[src/sv/qts_pkg.sv]
`default_nettype none

package qts_pkg;

   // Character codes with special meaning in quote mode
   localparam logic [7:0] CH_SLASH = 8'h5C;
   localparam logic [7:0] CH_QUOTE = 8'h22;

   // Register file layout
   localparam int unsigned CSR_INDEX_W = 3;
   localparam int unsigned CSR_DATA_W  = 64;

   localparam logic [CSR_INDEX_W-1:0] CSR_DELIM_MASK_0 = 3'd0;
   localparam logic [CSR_INDEX_W-1:0] CSR_DELIM_MASK_1 = 3'd1;
   localparam logic [CSR_INDEX_W-1:0] CSR_DELIM_MASK_2 = 3'd2;
   localparam logic [CSR_INDEX_W-1:0] CSR_DELIM_MASK_3 = 3'd3;
   localparam logic [CSR_INDEX_W-1:0] CSR_USE_QUOTES   = 3'd4;
   localparam logic [CSR_INDEX_W-1:0] CSR_MAX_TOKENS   = 3'd5;

   // Space (0x20) and tab (0x09)
   localparam logic [CSR_DATA_W-1:0] DELIM0_RESET = 64'h0000_0001_0000_0200;

   typedef struct packed {
      logic [7:0] in_byte;
      logic       end_of_string;
   } req_type;

   typedef struct packed {
      logic [7:0] out_byte;
      logic       has_byte;
      logic       token_end;
      logic       string_done;
      logic       run_last;
   } rsp_type;

   // Up to two result words produced by one input word
   typedef struct packed {
      logic [1:0] cnt;
      rsp_type    r0;
      rsp_type    r1;
   } rsp_pair_type;

   typedef struct packed {
      logic [255:0] delim_mask;
      logic         use_quotes;
      logic [7:0]   max_tokens;
   } cfg_type;

endpackage

`default_nettype wire

[src/sv/qts_parser.sv]
`default_nettype none

module qts_parser #(
   parameter int unsigned COUNT_WIDTH = 8
) (
   input  wire                   clock,
   input  wire                   reset,
   input  wire                   accept,
   input  qts_pkg::req_type      req_data,
   input  qts_pkg::cfg_type      cfg,
   output qts_pkg::rsp_pair_type pair
);
   import qts_pkg::*;

   localparam int unsigned LW = ((COUNT_WIDTH > 8) ? COUNT_WIDTH : 8) + 1;

   typedef enum logic [2:0] {
      PH_SKIP  = 3'b001,
      PH_TOKEN = 3'b010,
      PH_TAIL  = 3'b100
   } phase_type;

   phase_type              phase_ff, phase_in;
   logic                   in_quote_ff, in_quote_in;
   logic                   slash_ff, slash_in;
   logic                   nonempty_ff, nonempty_in;
   logic [COUNT_WIDTH-1:0] count_ff, count_in;

   function automatic rsp_pair_type put(rsp_pair_type p, logic [7:0] b, logic has,
                                        logic tend);
      rsp_pair_type q;
      rsp_type      r;
      q = p;
      r = '{out_byte: b, has_byte: has, token_end: tend, string_done: 1'b0,
            run_last: 1'b0};
      if (p.cnt == 2'd0) begin
         q.r0 = r;
      end else begin
         q.r1 = r;
      end
      q.cnt = p.cnt + 2'd1;
      return q;
   endfunction

   logic         is_delim;
   logic         limit;
   logic         tok;
   logic         do_end;
   logic [7:0]   b;
   rsp_pair_type p;

   assign b        = req_data.in_byte;
   assign is_delim = cfg.delim_mask[b];
   assign limit    = (cfg.max_tokens != 8'd0) &&
                     ((LW'(count_ff) + LW'(1)) >= LW'(cfg.max_tokens));

   // One byte through the splitter: results and next state
   always_comb begin
      phase_in    = phase_ff;
      in_quote_in = in_quote_ff;
      slash_in    = slash_ff;
      nonempty_in = nonempty_ff;
      count_in    = count_ff;
      p           = '0;
      tok         = 1'b0;
      do_end      = 1'b0;

      unique case (phase_ff)
         PH_TAIL: begin
            p           = put(p, b, 1'b1, 1'b0);
            nonempty_in = 1'b1;
         end
         PH_TOKEN: begin
            tok = 1'b1;
         end
         PH_SKIP: begin
            if (!is_delim) begin
               if (limit) begin
                  phase_in    = PH_TAIL;
                  p           = put(p, b, 1'b1, 1'b0);
                  nonempty_in = 1'b1;
               end else begin
                  phase_in = PH_TOKEN;
                  tok      = 1'b1;
               end
            end
         end
         default: begin
            phase_in = PH_SKIP;
         end
      endcase

      // Token body with escape handling
      if (tok) begin
         priority if (is_delim && !in_quote_ff) begin
            do_end = 1'b1;
         end else if (!cfg.use_quotes) begin
            p           = put(p, b, 1'b1, 1'b0);
            nonempty_in = 1'b1;
         end else if (b == CH_SLASH) begin
            if (slash_ff) begin
               p           = put(p, b, 1'b1, 1'b0);
               nonempty_in = 1'b1;
               slash_in    = 1'b0;
            end else begin
               slash_in = 1'b1;
            end
         end else if (b == CH_QUOTE) begin
            if (slash_ff) begin
               p           = put(p, b, 1'b1, 1'b0);
               nonempty_in = 1'b1;
               slash_in    = 1'b0;
            end else begin
               do_end      = 1'b1;
               in_quote_in = ~in_quote_ff;
            end
         end else begin
            if (slash_ff) begin
               p        = put(p, CH_SLASH, 1'b1, 1'b0);
               slash_in = 1'b0;
            end
            p           = put(p, b, 1'b1, 1'b0);
            nonempty_in = 1'b1;
         end
      end

      // Close the token; a dangling backslash is dropped
      if (do_end) begin
         if (nonempty_in) begin
            p = put(p, 8'h00, 1'b0, 1'b1);
            if (count_in != '1) begin
               count_in = count_in + COUNT_WIDTH'(1);
            end
         end
         nonempty_in = 1'b0;
         slash_in    = 1'b0;
         phase_in    = PH_SKIP;
      end

      // End of string: close open token, mark done, back to reset state
      if (req_data.end_of_string) begin
         if ((phase_in != PH_SKIP) && nonempty_in) begin
            if (p.cnt == 2'd0) begin
               p = put(p, 8'h00, 1'b0, 1'b1);
            end else if (p.cnt == 2'd1) begin
               p.r0.token_end = 1'b1;
            end else begin
               p.r1.token_end = 1'b1;
            end
         end
         if (p.cnt == 2'd0) begin
            p = put(p, 8'h00, 1'b0, 1'b0);
         end
         if (p.cnt == 2'd1) begin
            p.r0.string_done = 1'b1;
         end else begin
            p.r1.string_done = 1'b1;
         end
         phase_in    = PH_SKIP;
         in_quote_in = 1'b0;
         slash_in    = 1'b0;
         nonempty_in = 1'b0;
         count_in    = '0;
      end

      if (p.cnt == 2'd1) begin
         p.r0.run_last = 1'b1;
      end else if (p.cnt == 2'd2) begin
         p.r1.run_last = 1'b1;
      end
   end

   assign pair = p;

   // Splitter state, updated per accepted word
   always_ff @(posedge clock) begin
      if (reset) begin
         phase_ff    <= PH_SKIP;
         in_quote_ff <= 1'b0;
         slash_ff    <= 1'b0;
         nonempty_ff <= 1'b0;
         count_ff    <= '0;
      end else if (accept) begin
         phase_ff    <= phase_in;
         in_quote_ff <= in_quote_in;
         slash_ff    <= slash_in;
         nonempty_ff <= nonempty_in;
         count_ff    <= count_in;
      end
   end

endmodule

`default_nettype wire

[src/sv/qts_out_buf.sv]
`default_nettype none

module qts_out_buf (
   input  wire                   clock,
   input  wire                   reset,
   input  wire                   push,
   input  qts_pkg::rsp_pair_type pair,
   output logic                  push_ready,
   output logic                  rsp_valid,
   input  wire                   rsp_ready,
   output qts_pkg::rsp_type      rsp_data
);
   import qts_pkg::*;

   logic [1:0] count_ff, count_in;
   rsp_type    head_ff, head_in;
   rsp_type    second_ff, second_in;
   logic       pop;

   assign rsp_valid  = (count_ff != 2'd0);
   assign rsp_data   = head_ff;
   assign pop        = rsp_valid && rsp_ready;
   // Room for two words once the head leaves
   assign push_ready = (count_ff == 2'd0) || ((count_ff == 2'd1) && rsp_ready);

   // Two-slot shift buffer: head drives the port, second waits behind it
   always_comb begin
      count_in  = count_ff;
      head_in   = head_ff;
      second_in = second_ff;
      if (push) begin
         count_in  = pair.cnt;
         head_in   = pair.r0;
         second_in = pair.r1;
      end else if (pop) begin
         count_in = count_ff - 2'd1;
         head_in  = second_ff;
      end
   end

   always_ff @(posedge clock) begin
      if (reset) begin
         count_ff <= 2'd0;
      end else begin
         count_ff <= count_in;
      end
   end

   always_ff @(posedge clock) begin
      head_ff   <= head_in;
      second_ff <= second_in;
   end

endmodule

`default_nettype wire

[src/sv/quoted_token_splitter.sv]
`default_nettype none

// Channel   Direction  Handshake            Word
// req_      in         req_valid/req_ready  req_type (in_byte, end_of_string)
// rsp_      out        rsp_valid/rsp_ready  rsp_type (out_byte, flags)
// csr_      in         csr_we               csr_index, csr_wdata (64 bits)
//
// One input word per cycle while req_ready is high; its results enter a two-slot
// output buffer at the accepting edge and can leave from the next edge on. A byte
// that yields two words (backslash before an ordinary byte) sends them out one at a
// time through the single output port.
// Synchronous active-high reset clears splitter state and restores registers.
// req_ready drops while the buffer cannot take two more words.

module quoted_token_splitter #(
   parameter int unsigned COUNT_WIDTH = 8
) (
   input  wire                                clock,
   input  wire                                reset,
   input  wire                                req_valid,
   output logic                               req_ready,
   input  qts_pkg::req_type                   req_data,
   output logic                               rsp_valid,
   input  wire                                rsp_ready,
   output qts_pkg::rsp_type                   rsp_data,
   input  wire                                csr_we,
   input  wire [qts_pkg::CSR_INDEX_W-1:0]     csr_index,
   input  wire [qts_pkg::CSR_DATA_W-1:0]      csr_wdata
);
   import qts_pkg::*;

   logic [CSR_DATA_W-1:0] delim_ff [4];
   logic                  use_quotes_ff;
   logic [7:0]            max_tokens_ff;
   cfg_type               cfg;
   rsp_pair_type          pair;
   logic                  accept;

   // Configuration registers
   always_ff @(posedge clock) begin
      if (reset) begin
         delim_ff[0]   <= DELIM0_RESET;
         delim_ff[1]   <= '0;
         delim_ff[2]   <= '0;
         delim_ff[3]   <= '0;
         use_quotes_ff <= 1'b1;
         max_tokens_ff <= 8'd0;
      end else if (csr_we) begin
         unique case (csr_index)
            CSR_DELIM_MASK_0: delim_ff[0] <= csr_wdata;
            CSR_DELIM_MASK_1: delim_ff[1] <= csr_wdata;
            CSR_DELIM_MASK_2: delim_ff[2] <= csr_wdata;
            CSR_DELIM_MASK_3: delim_ff[3] <= csr_wdata;
            CSR_USE_QUOTES:   use_quotes_ff <= csr_wdata[0];
            CSR_MAX_TOKENS:   max_tokens_ff <= csr_wdata[7:0];
            default: ;
         endcase
      end
   end

   assign cfg.delim_mask = {delim_ff[3], delim_ff[2], delim_ff[1], delim_ff[0]};
   assign cfg.use_quotes = use_quotes_ff;
   assign cfg.max_tokens = max_tokens_ff;

   assign accept = req_valid && req_ready;

   qts_parser #(
      .COUNT_WIDTH(COUNT_WIDTH)
   ) u_parser (
      .clock    (clock),
      .reset    (reset),
      .accept   (accept),
      .req_data (req_data),
      .cfg      (cfg),
      .pair     (pair)
   );

   qts_out_buf u_out_buf (
      .clock      (clock),
      .reset      (reset),
      .push       (accept),
      .pair       (pair),
      .push_ready (req_ready),
      .rsp_valid  (rsp_valid),
      .rsp_ready  (rsp_ready),
      .rsp_data   (rsp_data)
   );

   // End of string always yields at least one word
   a_eos_result: assert property (@(posedge clock) disable iff (reset)
      accept && req_data.end_of_string |-> (pair.cnt != 2'd0))
      else $error("end of string produced no result word");

   // Done mark only on the last word of an input
   a_done_last: assert property (@(posedge clock) disable iff (reset)
      rsp_valid && rsp_data.string_done |-> rsp_data.run_last)
      else $error("string_done without run_last");

   // Words without a byte carry a zero byte
   a_empty_zero: assert property (@(posedge clock) disable iff (reset)
      rsp_valid && !rsp_data.has_byte |-> (rsp_data.out_byte == 8'h00))
      else $error("out_byte nonzero with has_byte low");

   // Taking a new word with a buffered one means that one is the last, leaving now
   a_ready_drain: assert property (@(posedge clock) disable iff (reset)
      req_ready && rsp_valid |-> rsp_ready && rsp_data.run_last)
      else $error("input taken while buffer cannot drain");

endmodule

`default_nettype wire

[config.mk]
export PLATFORM = sky130hd
export DESIGN_NAME = quoted_token_splitter
export DESIGN_NICKNAME = d
export VERILOG_FILES = /design/src/sv/qts_pkg.sv /design/src/sv/qts_parser.sv /design/src/sv/qts_out_buf.sv /design/src/sv/quoted_token_splitter.sv
export SDC_FILE = /design/constraint.sdc
export NUM_CORES = 1
export LEC_CHECK = 0
export BUFFER_PORTS_ARGS = -buffer_cell sky130_fd_sc_hd__buf_2
export CELL_PAD_IN_SITES_DETAIL_PLACEMENT = 1
export CELL_PAD_IN_SITES_GLOBAL_PLACEMENT = 2
export CORE_MARGIN = 3
export CORE_UTILIZATION = 46
export CTS_CLUSTER_DIAMETER = 30
export CTS_CLUSTER_SIZE = 16
export DETAILED_ROUTE_END_ITERATION = 10
export HOLD_SLACK_MARGIN = 0.05
export PLACE_DENSITY = 0.85
export SYNTH_ARGS = -nofsm -noshare
export SYNTH_HDL_FRONTEND = slang
export SYNTH_SLANG_ARGS = --single-unit
export TNS_END_PERCENT = 10
[constraint.sdc]
create_clock -name clock -period 8.5 [get_ports clock]
set_input_delay 0.425 -clock clock [delete_from_list [all_inputs] [get_ports clock]]
set_output_delay 0.425 -clock clock [all_outputs]
set_load 0.02 [all_outputs]
==> results.txt <==
----------------------------------------------------
[Timing]
  Worst-margin pin slew ... 1.086 ns
  Time the final worst path needs with I/O delays and setup ... 6.727 ns
  Max Clock Skew ... 0.02964 ns
  Maximum clock rate ... 148.7 MHz
  Unrepaired setup endpoints after global routing ... no
  Worst max-slew margin expressed relative to the limit ... 27.26%
  Period utilization ... 79.14%
  Number of hold-slack violations in the final timing report ... 0
  Final hold slack ... 0.1550 ns
  Sum Neg Setup Slack ... 0 ns
  Count of pins over their slew limit ... 0
  Final setup vio count ... 0

[Outcome]
  Result of the run ... complete, no violations

[Drt]
  Final wirelength ... 41.35 mm
  Wire per inst ... 22.90 um
  DRC violation count after routing ... 0
  First DRT Iteration DRCs ... 672
  Number of search-and-repair iterations in the first detailed-routing pass ... 5
  Vias ... 10.23k
  Remaining number of nets flagged by the antenna check after routing ... 0
  DR vias/cell ... 5.664

[Floorplan]
  Die Area ... 0.03492 sq mm
  Die Height ... 186.9 um
  Number of primary I/O pins ... 95
  # rows ... 65
  Starting density of the core ... 47.20%
  Die width ... 186.9 um
  Core Area ... 0.03188 sq mm

[Clocking]
  Total number of H-tree levels ... 3
  Number of CTS-inserted buffers ... 73
  Worst-path clk slew ... 0.04 ns
  Sink Count ... 305
  Clock Root Buffer ... sky130_fd_sc_hd__clkbuf_16
  Worst skew pair latency ... 0.58 ns
  Maximum count of clock buffers along a single path ... 3
  Cts hold-fix bufs ... 0
  PostCTS Resize Cnt ... 0
  Setup repair bufs after CTS ... 0
  Clock tree from TritonCTS ... done

[Cells and area]
  Final non-filler cell area ... 0.01840 sq mm
  Total area of sequential cells ... 0.008909 sq mm
  Total inserted antenna cells ... 0
  Nets@finish ... 1,412
  Combined area of the multi-input logic cells ... 0.005729 sq mm
  Share of layout cells above drive strength 1 ... 19.99%
  Fill cell instance count of the final layout ... 3,195
  Post-synthesis to final-layout area growth ... 22.31%

[Critical path]
  CP Max Fanout ... 26
  Critical path's slowest cell ... sky130_fd_sc_hd__and2_1
  Critical path's largest stage delay ... 0.81 ns
  Type of the setup path with the least slack ... in2reg
  Worst path buffer plus inverter count ... 6
  Critical path required time ... 8.92 ns
  Worst EP arrival ... 7.15 ns
  Critical Path Start Type ... input port
  Crit end category ... flop
  Top cell family by delay on the critical path ... simple AND/OR/NAND/NOR gates

[Synthesis]
  Post-synthesis instance area ... 0.01505 sq mm
  Synth unique cells ... 76
  Leading area contributor after synthesis ... sky130_fd_sc_hd__edfxtp_1
  Mean cell area of the mapped netlist ... 12.56 sq um
  Leading cell types by count after synthesis ... sky130_fd_sc_hd__edfxtp_1 (280), sky130_fd_sc_hd__and2_1 (263), sky130_fd_sc_hd__mux2i_1 (96)
  Top_reg_cell synth ... sky130_fd_sc_hd__edfxtp_1
  Post-Syn Instances ... 1,198
  Number of nets produced by synthesis ... 1,298
  Share of synthesized area occupied by flip-flops and latches ... 59.21%
  Register bit count reported by yosys ... 305
  Area share of the largest cell type after synthesis ... 55.88%
  Warnings from Yosys ... 0
  Post-synthesis async set-or-reset flop share ... 0%
  Cell types occupying the most area after synthesis ... sky130_fd_sc_hd__edfxtp_1 (56%), sky130_fd_sc_hd__and2_1 (11%), sky130_fd_sc_hd__mux2i_1 (6.4%)
  Most used standard cell by instance count after synthesis ... sky130_fd_sc_hd__edfxtp_1
  EDFF count, synth ... 280

[Global routing]
  GRT Overall Usage ... 23.83%
  Remaining Overflow, GRT ... 0
  Maximum number of pins on one net before global-route repair ... 65
  Initial antenna violation count ... 0
  First-pass GRT wire length ... 64.71 mm
  Number of global-route vias before repair ... 11.08k

[Job]
  Max-cap check violation count ... 0

[Placed design]
  Number of port buffers ... 94
  Final weighted congestion of routability-driven global placement ... 0.8202
  Cell area after placement ... 0.01588 sq mm
  Detailed-placement wirelength estimate ... 25.69 mm

[Power]
  Leakage ... 0.007112 uW
  Internal ... 3934 uW
  Maximum vdd ir drop ... 0.0002096 V
  Switching share of power ... 25.13%
  Combinational fraction of design power ... 10.8%
  Power dissipated by switching net loads ... 1321 uW
  Power share of the sequential group ... 35.0%
  Power per standard cell area ... 285.5 mW/mm^2
  Clk network pwr share ... 54.2%

[Worst hold path]
  Min-Delay Path Class ... in2reg

----------------------------------------------------
state kept, by name, indices dropped and copies added (netlist names):
name	count
u_out_buf.rsp_data	12
u_parser.slash_ff	1
u_out_buf.second_ff	12
u_parser.in_quote_ff	1
u_parser.phase_ff	3
u_parser.count_ff	8
max_tokens_ff	8
u_parser.nonempty_ff	1
use_quotes_ff	1
u_out_buf.count_ff	2
delim_ff	256
cell families after synthesis:
group	share of synthesized area [%]
buf+inv	3.035
fa+ha+maj	1.580
mux	9.754
compound gates	8.324
simple gates	17.69
flops	59.21
xor+xnor	0.4075
metrics by stage:
stage | setup slack [ns] | total power [uW] | utilization (%) | std cells
2_1_floorplan | 2.941 | 2224 | - | 1198
3_3_place_gp | 1.611 | 2411 | 49.80 | 1672
3_5_place_dp | 1.351 | 2430 | 49.80 | 1672
4_1_cts | 1.849 | 5303 | 57.73 | 1806
5_1_grt | 1.335 | 5454 | 57.73 | 1806
6_report | 1.773 | 5255 | 57.73 | 1806
tightest hold or removal path: stages:
cell                      delay, ns
sky130_fd_sc_hd__buf_2         0.13
sky130_fd_sc_hd__nand2_1       0.06
sky130_fd_sc_hd__a21oi_1       0.06
layer usage:
metal  share of wire (%)  up-vias  track usage, %  wire length (um)
met5                   0        -               0                 0
met4                 3.3        0           9.799              1369
met3                 5.2       87           5.022              2134
met2                  50      284           40.42             20670
met1                  42     5208           29.86             17180
li1                    -     4651               -                 -
final timing paths:
| path | depth (start not counted) | from | slack, ns | to |
|---|---|---|---|---|
| setup reg to reg | 28 | delim_ff[1][46] | 1.89 | u_out_buf.rsp_data[5] |
| hold reg to reg | 2 | max_tokens_ff[1] | 0.49 | max_tokens_ff[1] |
| setup / recovery | 29 | req_data[2] | 1.77 | u_out_buf.rsp_data[5] |
| hold / removal | 3 | csr_wdata[5] | 0.15 | max_tokens_ff[5] |
cell type report:
| cell class | instances | share of cell area, % |
|---|---|---|
| inverters | 31 | 0.6323 |
| flip-flops and latches | 305 | 48.41 |
| clock buffers | 80 | 10.07 |
| multi-input cells | 795 | 31.13 |
| well taps | 435 | 2.957 |
| repair buffers | 106 | 3.148 |
| clock inverters | 54 | 3.658 |
power groups by stage:
stage	sequential, uW	clock (uW)	combinational [uW]
global placement	1850	0	558
CTS	1840	2890	575
detailed placement	1860	0	567
floorplan	1880	0	343
finish	1840	2850	568
global route	1850	2980	626
placed cells by master (no fill, tap or decap), drive strengths merged, types with 8 or more instances in the layout:
cell / count
edfxtp: 280
and2: 265
buf: 106
mux2i: 96
clkbuf: 80
nand2: 74
a21oi: 51
nor2: 40
inv: 37
nand3: 31
a22oi: 29
clkinv: 29
o21ai: 26
dfxtp: 25
mux4: 21
ha: 19
nor3: 13
nand2b: 12
bufinv: 12
a21o: 9
o21a: 8
a22o: 8
(Power assumes the default switching activity.)
